### config.mk
export PLATFORM = sky130hd
export DESIGN_NAME = binary_cross_entropy_cost_core
export DESIGN_NICKNAME = d
export VERILOG_FILES = /design/src/hdl/bce_pkg.sv /design/src/hdl/binary_cross_entropy_cost_core.sv
export SDC_FILE = /design/constraint.sdc
export NUM_CORES = 1
export LEC_CHECK = 0
export BUFFER_PORTS_ARGS = -buffer_cell sky130_fd_sc_hd__buf_2
export CAP_MARGIN = 40
export CORE_MARGIN = 2
export CORE_UTILIZATION = 55
export DETAILED_ROUTE_END_ITERATION = 12
export PLACE_DENSITY_LB_ADDON = 0.25
export SKIP_CTS_REPAIR_TIMING = 1
export SYNTH_ARGS = -nofsm -noshare
export SYNTH_HDL_FRONTEND = slang
export SYNTH_SLANG_ARGS = --single-unit
### constraint.sdc
create_clock -name clk -period 8.4 [get_ports clk]
set_clock_uncertainty 0.15 [all_clocks]
set_input_delay 0.84 -clock clk [delete_from_list [all_inputs] [get_ports clk]]
set_output_delay 0.84 -clock clk [all_outputs]
set_load 0.005 [all_outputs]
### src/hdl/bce_pkg.sv
`default_nettype none

package bce_pkg;

	// ln(2) in Q0.32 and, rounded down, in Q0.16.
	localparam logic [63:0] LN2_Q32 = 64'd2977044472;
	localparam int LN2_Q16 = 45426;

	// Width of one mantissa table entry (Q0.16, always below ln 2).
	localparam int MANT_W = 16;

	// Number of squaring steps used to build the log2 fraction.
	localparam int LOG2_STEPS = 20;

	// ln(1 + idx / 2^tbits) in Q0.16, built from a 20-bit log2 fraction
	// obtained by repeated squaring of a Q1.30 value.
	function automatic logic [MANT_W-1:0] mant_ln(input int tbits, input int idx);
		logic [63:0] y;
		logic [63:0] lg;
		logic [63:0] prod;
		y = (64'(1 << tbits) + 64'(idx)) << (30 - tbits);
		lg = '0;
		for (int b = 0; b < LOG2_STEPS; b++) begin
			y = (y * y) >> 30;
			lg = lg << 1;
			if (y >= 64'h8000_0000) begin
				y = y >> 1;
				lg[0] = 1'b1;
			end
		end
		prod = lg * LN2_Q32 + (64'd1 << 35);
		return prod[36 +: MANT_W];
	endfunction

	// Exponent part of -ln(q), (pfb - k) * ln 2 in Q16.16, for a leading one at position k.
	function automatic logic [63:0] whole_ln(input int pfb, input int k);
		logic [63:0] prod;
		prod = 64'(pfb - k) * LN2_Q32 + (64'd1 << 15);
		return prod >> 16;
	endfunction

endpackage

`default_nettype wire

### src/hdl/binary_cross_entropy_cost_core.sv
// Binary cross-entropy cost accumulator.
// Input channel (elem_valid/elem_ready) carries one element per request: a
// probability in unsigned fixed point with PROB_FRAC_BITS fraction bits, the
// target bit and a last-element flag. Each element adds -ln(q) to a running
// cost, where q is the probability for a target of one and its complement
// otherwise. The output channel (cost_valid/cost_ready) carries one request
// per vector, produced by the element flagged last: the Q16.16 cost, an error
// flag set when some q was zero, and a saturation flag.
// Throughput is one element per cycle while elem_ready is high. The datapath is
// three registered stages (leading-one detect and normalize, table lookup and
// subtract, accumulate) followed by the output register; the last element passes
// through these in that order before cost_valid rises.
// Reset clears the pipeline valids, the accumulator and both sticky flags.
// While a result waits in the output register and cost_ready is low, the
// whole pipeline holds and elem_ready is low; accepting the result frees it
// in the same cycle.
`default_nettype none

module binary_cross_entropy_cost_core #(
	parameter int PROB_FRAC_BITS = 16,
	parameter int COST_WIDTH = 32,
	parameter int LOG_TABLE_BITS = 8
) (
	input  wire logic                      clk,
	input  wire logic                      arst_n,
	input  wire logic                      elem_valid,
	output logic                           elem_ready,
	input  wire logic [PROB_FRAC_BITS:0]   probability,
	input  wire logic                      target_bit,
	input  wire logic                      last_element,
	output logic                           cost_valid,
	input  wire logic                      cost_ready,
	output logic [31:0]                    total_cost,
	output logic                           cost_error,
	output logic                           cost_saturated
);

	localparam int TABLE_SIZE = 1 << LOG_TABLE_BITS;
	localparam int TERM_W = $clog2(PROB_FRAC_BITS * (bce_pkg::LN2_Q16 + 1) + 1);
	localparam int K_W = $clog2(PROB_FRAC_BITS);
	localparam logic [K_W-1:0] K_TOP = K_W'(PROB_FRAC_BITS - 1);
	localparam logic [PROB_FRAC_BITS:0] PROB_ONE = {1'b1, {PROB_FRAC_BITS{1'b0}}};
	localparam logic [COST_WIDTH-1:0] COST_MAX = '1;
	localparam logic [COST_WIDTH+31:0] COST_MAX_EXT = {32'b0, COST_MAX};

	typedef logic [bce_pkg::MANT_W-1:0] mant_tbl_t [TABLE_SIZE];
	typedef logic [TERM_W-1:0] whole_tbl_t [PROB_FRAC_BITS];

	function automatic mant_tbl_t build_mant_tbl();
		mant_tbl_t tbl;
		for (int i = 0; i < TABLE_SIZE; i++) begin
			tbl[i] = bce_pkg::mant_ln(LOG_TABLE_BITS, i);
		end
		return tbl;
	endfunction

	function automatic whole_tbl_t build_whole_tbl();
		whole_tbl_t tbl;
		logic [63:0] w;
		for (int i = 0; i < PROB_FRAC_BITS; i++) begin
			w = bce_pkg::whole_ln(PROB_FRAC_BITS, i);
			tbl[i] = w[TERM_W-1:0];
		end
		return tbl;
	endfunction

	localparam mant_tbl_t MANT_LN = build_mant_tbl();
	localparam whole_tbl_t WHOLE_LN = build_whole_tbl();

	logic adv;

	// Stage 1: registered input.
	logic                    vld_s1;
	logic [PROB_FRAC_BITS:0] prob_s1;
	logic                    tgt_s1;
	logic                    last_s1;

	// Stage 1 logic: form q, find its leading one and the mantissa index.
	logic [PROB_FRAC_BITS:0]                  p_clamp_c;
	logic [PROB_FRAC_BITS:0]                  q_c;
	logic [PROB_FRAC_BITS-1:0]                q_frac_c;
	logic [K_W-1:0]                           k_c;
	logic [PROB_FRAC_BITS-1:0]                norm_c;
	logic [PROB_FRAC_BITS+LOG_TABLE_BITS-2:0] ext_c;
	logic [LOG_TABLE_BITS-1:0]                idx_c;
	logic                                     zero_c;
	logic                                     act_c;

	// Stage 2.
	logic                      vld_s2;
	logic                      last_s2;
	logic                      zero_s2;
	logic                      act_s2;
	logic [K_W-1:0]            k_s2;
	logic [LOG_TABLE_BITS-1:0] idx_s2;

	logic [TERM_W-1:0]              whole_c;
	logic [bce_pkg::MANT_W-1:0]     mant_c;
	logic [TERM_W-1:0]              term_c;

	// Stage 3.
	logic              vld_s3;
	logic              last_s3;
	logic              zero_s3;
	logic [TERM_W-1:0] term_s3;

	// Accumulator and output register.
	logic [COST_WIDTH-1:0]  acc_q;
	logic                   err_q;
	logic                   sat_q;
	logic [COST_WIDTH:0]    sum_c;
	logic                   ovf_c;
	logic [COST_WIDTH-1:0]  acc_new_c;
	logic                   err_new_c;
	logic                   sat_new_c;
	logic [COST_WIDTH+31:0] acc_ext_c;

	logic        cost_valid_q;
	logic [31:0] total_cost_q;
	logic        cost_error_q;
	logic        cost_saturated_q;

	assign adv = !cost_valid_q || cost_ready;
	assign elem_ready = adv;

	always_ff @(posedge clk or negedge arst_n) begin
		if (!arst_n) begin
			vld_s1 <= 1'b0;
			vld_s2 <= 1'b0;
			vld_s3 <= 1'b0;
		end else if (adv) begin
			vld_s1 <= elem_valid;
			vld_s2 <= vld_s1;
			vld_s3 <= vld_s2;
		end
	end

	always_ff @(posedge clk) begin
		if (adv) begin
			prob_s1 <= probability;
			tgt_s1  <= target_bit;
			last_s1 <= last_element;
			last_s2 <= last_s1;
			zero_s2 <= zero_c;
			act_s2  <= act_c;
			k_s2    <= k_c;
			idx_s2  <= idx_c;
			last_s3 <= last_s2;
			zero_s3 <= zero_s2;
			term_s3 <= term_c;
		end
	end

	always_comb begin
		p_clamp_c = (prob_s1 > PROB_ONE) ? PROB_ONE : prob_s1;
		q_c = tgt_s1 ? p_clamp_c : (PROB_ONE - p_clamp_c);
		q_frac_c = q_c[PROB_FRAC_BITS-1:0];
		zero_c = (q_c == '0);
		act_c = !zero_c && (q_c != PROB_ONE);
		k_c = '0;
		for (int i = 0; i < PROB_FRAC_BITS; i++) begin
			if (q_frac_c[i]) begin
				k_c = K_W'(i);
			end
		end
		norm_c = q_frac_c << (K_TOP - k_c);
		ext_c = {norm_c[PROB_FRAC_BITS-2:0], {LOG_TABLE_BITS{1'b0}}};
		idx_c = ext_c[PROB_FRAC_BITS+LOG_TABLE_BITS-2 -: LOG_TABLE_BITS];
	end

	always_comb begin
		whole_c = WHOLE_LN[k_s2];
		mant_c = MANT_LN[idx_s2];
		if (act_s2 && (whole_c >= TERM_W'(mant_c))) begin
			term_c = whole_c - TERM_W'(mant_c);
		end else begin
			term_c = '0;
		end
	end

	always_comb begin
		sum_c = {1'b0, acc_q} + (COST_WIDTH + 1)'(term_s3);
		ovf_c = sum_c[COST_WIDTH];
		acc_new_c = ovf_c ? COST_MAX : sum_c[COST_WIDTH-1:0];
		err_new_c = err_q || zero_s3;
		sat_new_c = sat_q || ovf_c;
		acc_ext_c = {32'b0, acc_new_c};
	end

	always_ff @(posedge clk or negedge arst_n) begin
		if (!arst_n) begin
			acc_q <= '0;
			err_q <= 1'b0;
			sat_q <= 1'b0;
			cost_valid_q <= 1'b0;
		end else if (adv) begin
			cost_valid_q <= vld_s3 && last_s3;
			if (vld_s3) begin
				if (last_s3) begin
					acc_q <= '0;
					err_q <= 1'b0;
					sat_q <= 1'b0;
				end else begin
					acc_q <= acc_new_c;
					err_q <= err_new_c;
					sat_q <= sat_new_c;
				end
			end
		end
	end

	always_ff @(posedge clk) begin
		if (adv && vld_s3 && last_s3) begin
			total_cost_q     <= acc_ext_c[31:0];
			cost_error_q     <= err_new_c;
			cost_saturated_q <= sat_new_c;
		end
	end

	assign cost_valid     = cost_valid_q;
	assign total_cost     = total_cost_q;
	assign cost_error     = cost_error_q;
	assign cost_saturated = cost_saturated_q;

	a_hold_on_stall: assert property (@(posedge clk) disable iff (!arst_n)
		cost_valid && !cost_ready |=> $stable(acc_q) && $stable(err_q) && $stable(sat_q))
		else $error("accumulator changed while the output was stalled");

	a_last_loads_output: assert property (@(posedge clk) disable iff (!arst_n)
		vld_s3 && last_s3 && adv |=> cost_valid)
		else $error("last element did not produce a result");

	a_last_clears_state: assert property (@(posedge clk) disable iff (!arst_n)
		vld_s3 && last_s3 && adv |=> acc_q == '0 && !err_q && !sat_q)
		else $error("state not cleared after the last element");

	a_saturated_value: assert property (@(posedge clk) disable iff (!arst_n)
		cost_valid && cost_saturated |-> total_cost == COST_MAX_EXT[31:0])
		else $error("saturated result does not hold the maximum cost");

endmodule

`default_nettype wire

# Yosys cells after proc, flatten, opt, wreduce, memory -nomap -nowiden
# Memories as Yosys holds them, arrays and structs flattened.
# Index checks and enable logic that the tools add are counted.
[op_classes]
add_sub_neg = 4
n_lt_le_gt_ge = 4
eq_ne = 1
n_shift = 1
mux = 25
bitwise = 2
n_reduce_logical = 12
[op_table]
columns = ["operator", "n"]
rows = [
  ["$mux W32", 2],
  ["$mux W4", 14],
  ["$mux W20", 2],
  ["$mux W17", 2],
  ["$add A32 B20 Y33", 1],
  ["$mux W16", 2],
  ["$ge A20 B16 Y1", 1],
  ["$sub A20 B16 Y20", 1],
  ["$gt A17 B17 Y1 const B", 1],
  ["$logic_not A17 Y1", 1],
  ["$ne A17 B17 Y1 const B", 1],
  ["$sub A17 B17 Y17 const A", 1],
  ["$shl A16 B4 Y15", 1],
  ["$ge A9 B9 Y1 const B", 1],
  ["$not A8 Y9", 1],
  ["$ge A5 B5 Y1 const B", 1],
  ["$logic_and A1 B1 Y1", 5],
  ["$not A4 Y5", 1],
  ["$sub A4 B4 Y4 const A", 1],
  ["$logic_or A1 B1 Y1", 3],
  ["$mux W1", 3],
  ["$logic_not A1 Y1", 2],
  ["$reduce_and A2 Y1", 1],
]
[totals]
ff_bits = 128
mem_bits_ro = 4416
inputBits = 23
output_inout_bits = 36
word_cells = 72
memories = 2
[memory_table]
columns = ["name", "words", "word_bits", "rd", "rd_clocked_by_memory_dff", "write_ports", "line_no", "text"]
rows = [
  ["(name not given)", 256, 16, 1, 0, 0, "binary_cross_entropy_cost_core.sv:173", "mant_c = MANT_LN[idx_s2];"],
  ["(name not given)", 16, 20, 1, 0, 0, "binary_cross_entropy_cost_core.sv:172", "whole_c = WHOLE_LN[k_s2];"],
]

# Logic depth before layout (Yosys ltp)
[depth]
depth_word = 21
mapped_depth = 27
mapped_depth_nobuf = 24

# Least setup slack after synthesis
# Ideal clock, no wire load.
[synth_timing]
kind = "reg2reg"
startpoint = "register idx_s2[2]"
endpoint = "register term_s3[12] (data pin)"
setup_ps = 266
arrival_time_ps = 6383
required_time_ps = 7984
setup_slack_ps = 1602
path_stages_with_launch = 25
path_buffers = 6
synth_period_minus_slack_ps = 6798
path_cell_list = "edfxtp_1 inv_1 buf_1 clkbuf_1 buf_1 ha_1 clkbuf_1 inv_1 nor2_1 a31oi_1 mux4_2 mux4_2 fa_1 a21o_1 a21oi_1 o21ai_0 a21oi_1 o21bai_1 a211oi_1 o31ai_1 or2_2 o41ai_1 clkbuf_1 clkbuf_1 nor2_1"
[synth_via]
elab_chain_len = 6
elab_cells_between_ends = 7
cone_classes = "1 x add/sub; 1 x order compare; 2 x mux; 1 x bitwise; 1 x reduce/logical; 1 x memory"
[synth_rtl]
columns = ["item", "line_no", "text"]
rows = [
  ["from (decl)", "binary_cross_entropy_cost_core.sv:95", "logic [LOG_TABLE_BITS-1:0] idx_s2;"],
  ["from (signal assigned)", "binary_cross_entropy_cost_core.sv:147", "idx_s2 <= idx_c;"],
  ["$not A8 Y9 (implied by the code) (*)", "binary_cross_entropy_cost_core.sv:173", ""],
  ["$mem_v2 Z256 W16 (*)", "--", ""],
  ["$mux W16 (implied by the code) (*) (2 in a row)", "binary_cross_entropy_cost_core.sv:173", ""],
  ["$ge A20 B16 Y1", "binary_cross_entropy_cost_core.sv:174", "if (act_s2 && (whole_c >= TERM_W'(mant_c))) begin"],
  ["$logic_and A1 B1 Y1", "binary_cross_entropy_cost_core.sv:174", ""],
  ["to (signal assigned)", "binary_cross_entropy_cost_core.sv:150", "term_s3 <= term_c;"],
  ["to (decl)", "binary_cross_entropy_cost_core.sv:105", "logic [TERM_W-1:0] term_s3;"],
]
# Every way passes the cells marked *; elsewhere a longest branch is shown, timed or not. The select of a mux whose other input is x is not followed.
# A chain may end at the register's enable or synchronous reset.

# Final worst setup path
[layout_timing]
startpoint = "register idx_s2[1]"
endpoint = "register term_s3[10] (data pin)"
# Same word-level chain as after synthesis.

==> summary.txt <==
Floorplan
  – Die height: 153.4 um
  – Rows: 54
  – Die area: 23,530 um2
  – CORE AREA: 21,890 um2
  – Io pins: 59
  – Die X: 153.4 um
  – Initial Util: 56.09%

STA
  – TNS Setup: 0 ns
  – Max Clk Rate: 146.8 MHz
  – Count of final setup violators: 0
  – Min Tclk post-route: 6.810 ns
  – Worst Max-Slew Pin Slew: 0.9446 ns
  – Hold Vio Cnt, Final: 0
  – RSZ-0062 raised after global routing: false
  – Final Cycle Share: 81.07%
  – Final Max Slew Viols: 0
  – Worst slew margin: 36.44%

Finish
  – Fin util: 60.70%
  – Final instance area: 13,290 um2
  – Ant diodes: 0
  – Non-Filler Instances: 1,823
  – Share of cells above drive strength 1: 11.28%
  – Area growth syn-to-layout: 8.223%
  – Final nets: 1,617

Critical path
  – Critical Path AT: 6.80 ns
  – Critical Path Most Common Cell: a21oi_1
  – CP Buf/Inv Count: 3
  – Slowest CP cell: ha_1
  – Crit path max-delay family: compound AO/OA/AOI/OAI gates
  – CP max FO: 26
  – Crit Path Category: flip-flop to flip-flop
  – CP cell instances: buf_4 > clkinv_1 > ha_1 > nand2_1 > a21oi_1 > a31oi_1 > mux4_2 > mux4_2 > fa_1 > a21o_1 > a21oi_1 > o21ai_0 > a21oi_1 > o21bai_1 > a211oi_1 > o31ai_1 > or2_2 > o41ai_2 > buf_4 > a2111oi_0
  – Slowest cell delay on critical path: 0.79 ns
  – Critical path required time: 8.39 ns
  – CP startpoint kind: flip-flop
  – Critical Path Sink Type: flip-flop

GRT
  – Antenna violations before repair: 2
  – Total grt overflow: 0
  – GR Util All Layers: 32.37%
  – First-pass GRT wire length: 61,310 um
  – Number of global-route vias before repair: 11,360
  – Largest net degree at the start of global routing: 70

Detailed routing
  – Via Count: 12,580
  – DR top layer: met5
  – Drt drc: 0
  – WL final: 39,330 um
  – Post-DR vias/cell: 6.901
  – DRT met1 WL: 15,610 um
  – Post-route antenna net violation count: 0
  – First-pass DRT Iterations: 6
  – DR WL met2: 17,490 um
  – Routed wl met3: 4163 um
  – First DRT Iteration DRCs: 1,751
  – Wire length per cell: 21.58 um

Place
  – Detailed placement HPWL: 27,690 um
  – I/O Buffers: 58
  – Number of instances in the placed design: 1,790
  – GPL Wtd Cong: 1.060
  – DP Area: 12,640 um2

Synthesis
  – Syn_nets: 1,631
  – Most frequent cells after synthesis: 173 x nand2_1, 172 x a21oi_1, 158 x nor2_1
  – Post-Synth Simple-Gate Area: 20.24%
  – Seq cells post-synth: 128
  – Fraction of registers with async set or reset after synthesis: 29.69%
  – Ys Warns: 0
  – Most common cell in the synthesized netlist: nand2_1
  – Post-synthesis adder-cell area fraction: 6.644%
  – Share of the yosys chip area belonging to registers: 29.76%
  – Mux contribution to synthesized area: 5.370%
  – Mean post-synth cell area: 7.952 um2
  – Library cells used by synthesis: 86
  – Dominant synthesized flop cell: edfxtp_1
  – Largest area contributor in the netlist: edfxtp_1
  – Post-Synthesis Cells: 1,544
  – Complex-gate fraction of the synthesized area: 29.62%
  – Fraction of synthesized cell area in xor and xnor cells: 2.925%
  – Number of flops mapped to enable cells by yosys: 90
  – Largest family of logic cells by synthesized area: compound AO/OA/AOI/OAI gates
  – Cell Area, Synth: 12,280 um2
  – Top post-synthesis cells by area: edfxtp_1 22%, dfrtp_1 7.7%, a21oi_1 7.0%, ha_1 6.3%, o21ai_0 5.4%
  – Post-synth top area share: 22.01%

Clocking
  – Root Driver: clkbuf_16
  – H-tree depth: 4
  – Clk pin slew, worst setup/hold paths: 0.07 ns
  – Number of clock buffers inserted by TritonCTS: 17
  – CTS tree: yes
  – Max clock buf depth: 2
  – Clock sink count: 128
  – Worst-skew pair later-pin latency: 0.43 ns

Min path
  – Hold crit path type: input port to asynchronous set/reset pin

Flow run
  – MaxCap Viol Count: 0

Outcome
  – Outcome: finished clean
## placed cells by master (no fill, tap or decap), types with 10 or more instances in the layout
cell type and instances:
a211oi_1 33, a21o_1 17, a21oi_1 172, a22o_1 19, a311oi_1 22, a31oi_1 31
and2_1 10, and3_1 12, buf_2 58, buf_4 22, clkbuf_16 17, dfrtp_1 38
edfxtp_1 90, ha_1 62, inv_1 47, mux2_2 10, mux2i_1 18, mux4_2 15
nand2_1 173, nand2b_1 18, nand3_1 49, nor2_1 158, nor2b_1 20, nor3_1 40
o211ai_1 25, o21ai_0 132, o22ai_1 12, o31ai_1 15, xnor2_1 21, xor2_1 20
## area by class of cell
cell class | count | area, um2
fillers | 1946 | 8603
multi-input cells | 1250 | 7966
well taps | 280 | 350.3
inverters | 51 | 191.4
clock inverters | 15 | 220.2
repair buffers | 82 | 480.5
flip-flops and latches | 128 | 3654
clock buffers | 17 | 425.4
## through the flow
| stage | hold slack, ns | setup slack, ns |
|---|---|---|
| 2_1_floorplan | 0.2503 | 1.602 |
| 5_1_grt | 0.07017 | 1.276 |
| 6_report | 0.08190 | 1.590 |
| 4_1_cts | 0.06627 | 1.722 |
| 3_5_place_dp | 0.2566 | 1.756 |
| 3_3_place_gp | 0.2519 | 1.930 |
## cell families after synthesis
group / after synthesis
xor gates and xnor gates: 41
adders and majority gates: 64
DFF: 128
buffers and inverters: 166
AOI/OAI and AO/OA: 568
and+or+nand+nor: 532
muxes: 45
## final timing paths
path	startpoint	end	slack, ns	cells after the start
worst max-delay path	idx_s2[1]$_DFFE_PN_	term_s3[10]$_SDFFCE_PN0N_	1.59	20
worst min-delay path	arst_n	acc_q[5]$_DFFE_PN0P_	0.08	1
worst max register to register	idx_s2[1]$_DFFE_PN_	term_s3[10]$_SDFFCE_PN0N_	1.59	20
worst min register to register	last_s2$_DFFE_PN_	last_s3$_DFFE_PN_	0.27	0
max in group asynchronous	arst_n	vld_s2$_DFFE_PN0N_	7.58	2
min in group clk	last_s2$_DFFE_PN_	last_s3$_DFFE_PN_	0.27	0
## sequential cells by signal, indices dropped and copies added, names as in the netlist, 4 cells and up
name        cells
acc_q          32
idx_s2          8
k_s2            4
prob_s1        17
term_s3        20
total_cost     32
## layer usage
metal / global-route usage [%] / vias up
met1: 43.90 / 5790
met5: 0 / -
met4: 16.08 / 2
met3: 6.379 / 161
met2: 49.51 / 864
li1: - / 5763
Power is left out: the tool's default activity adds up to more than one toggle a clock period on the data nets, which glitch-free logic cannot reach.
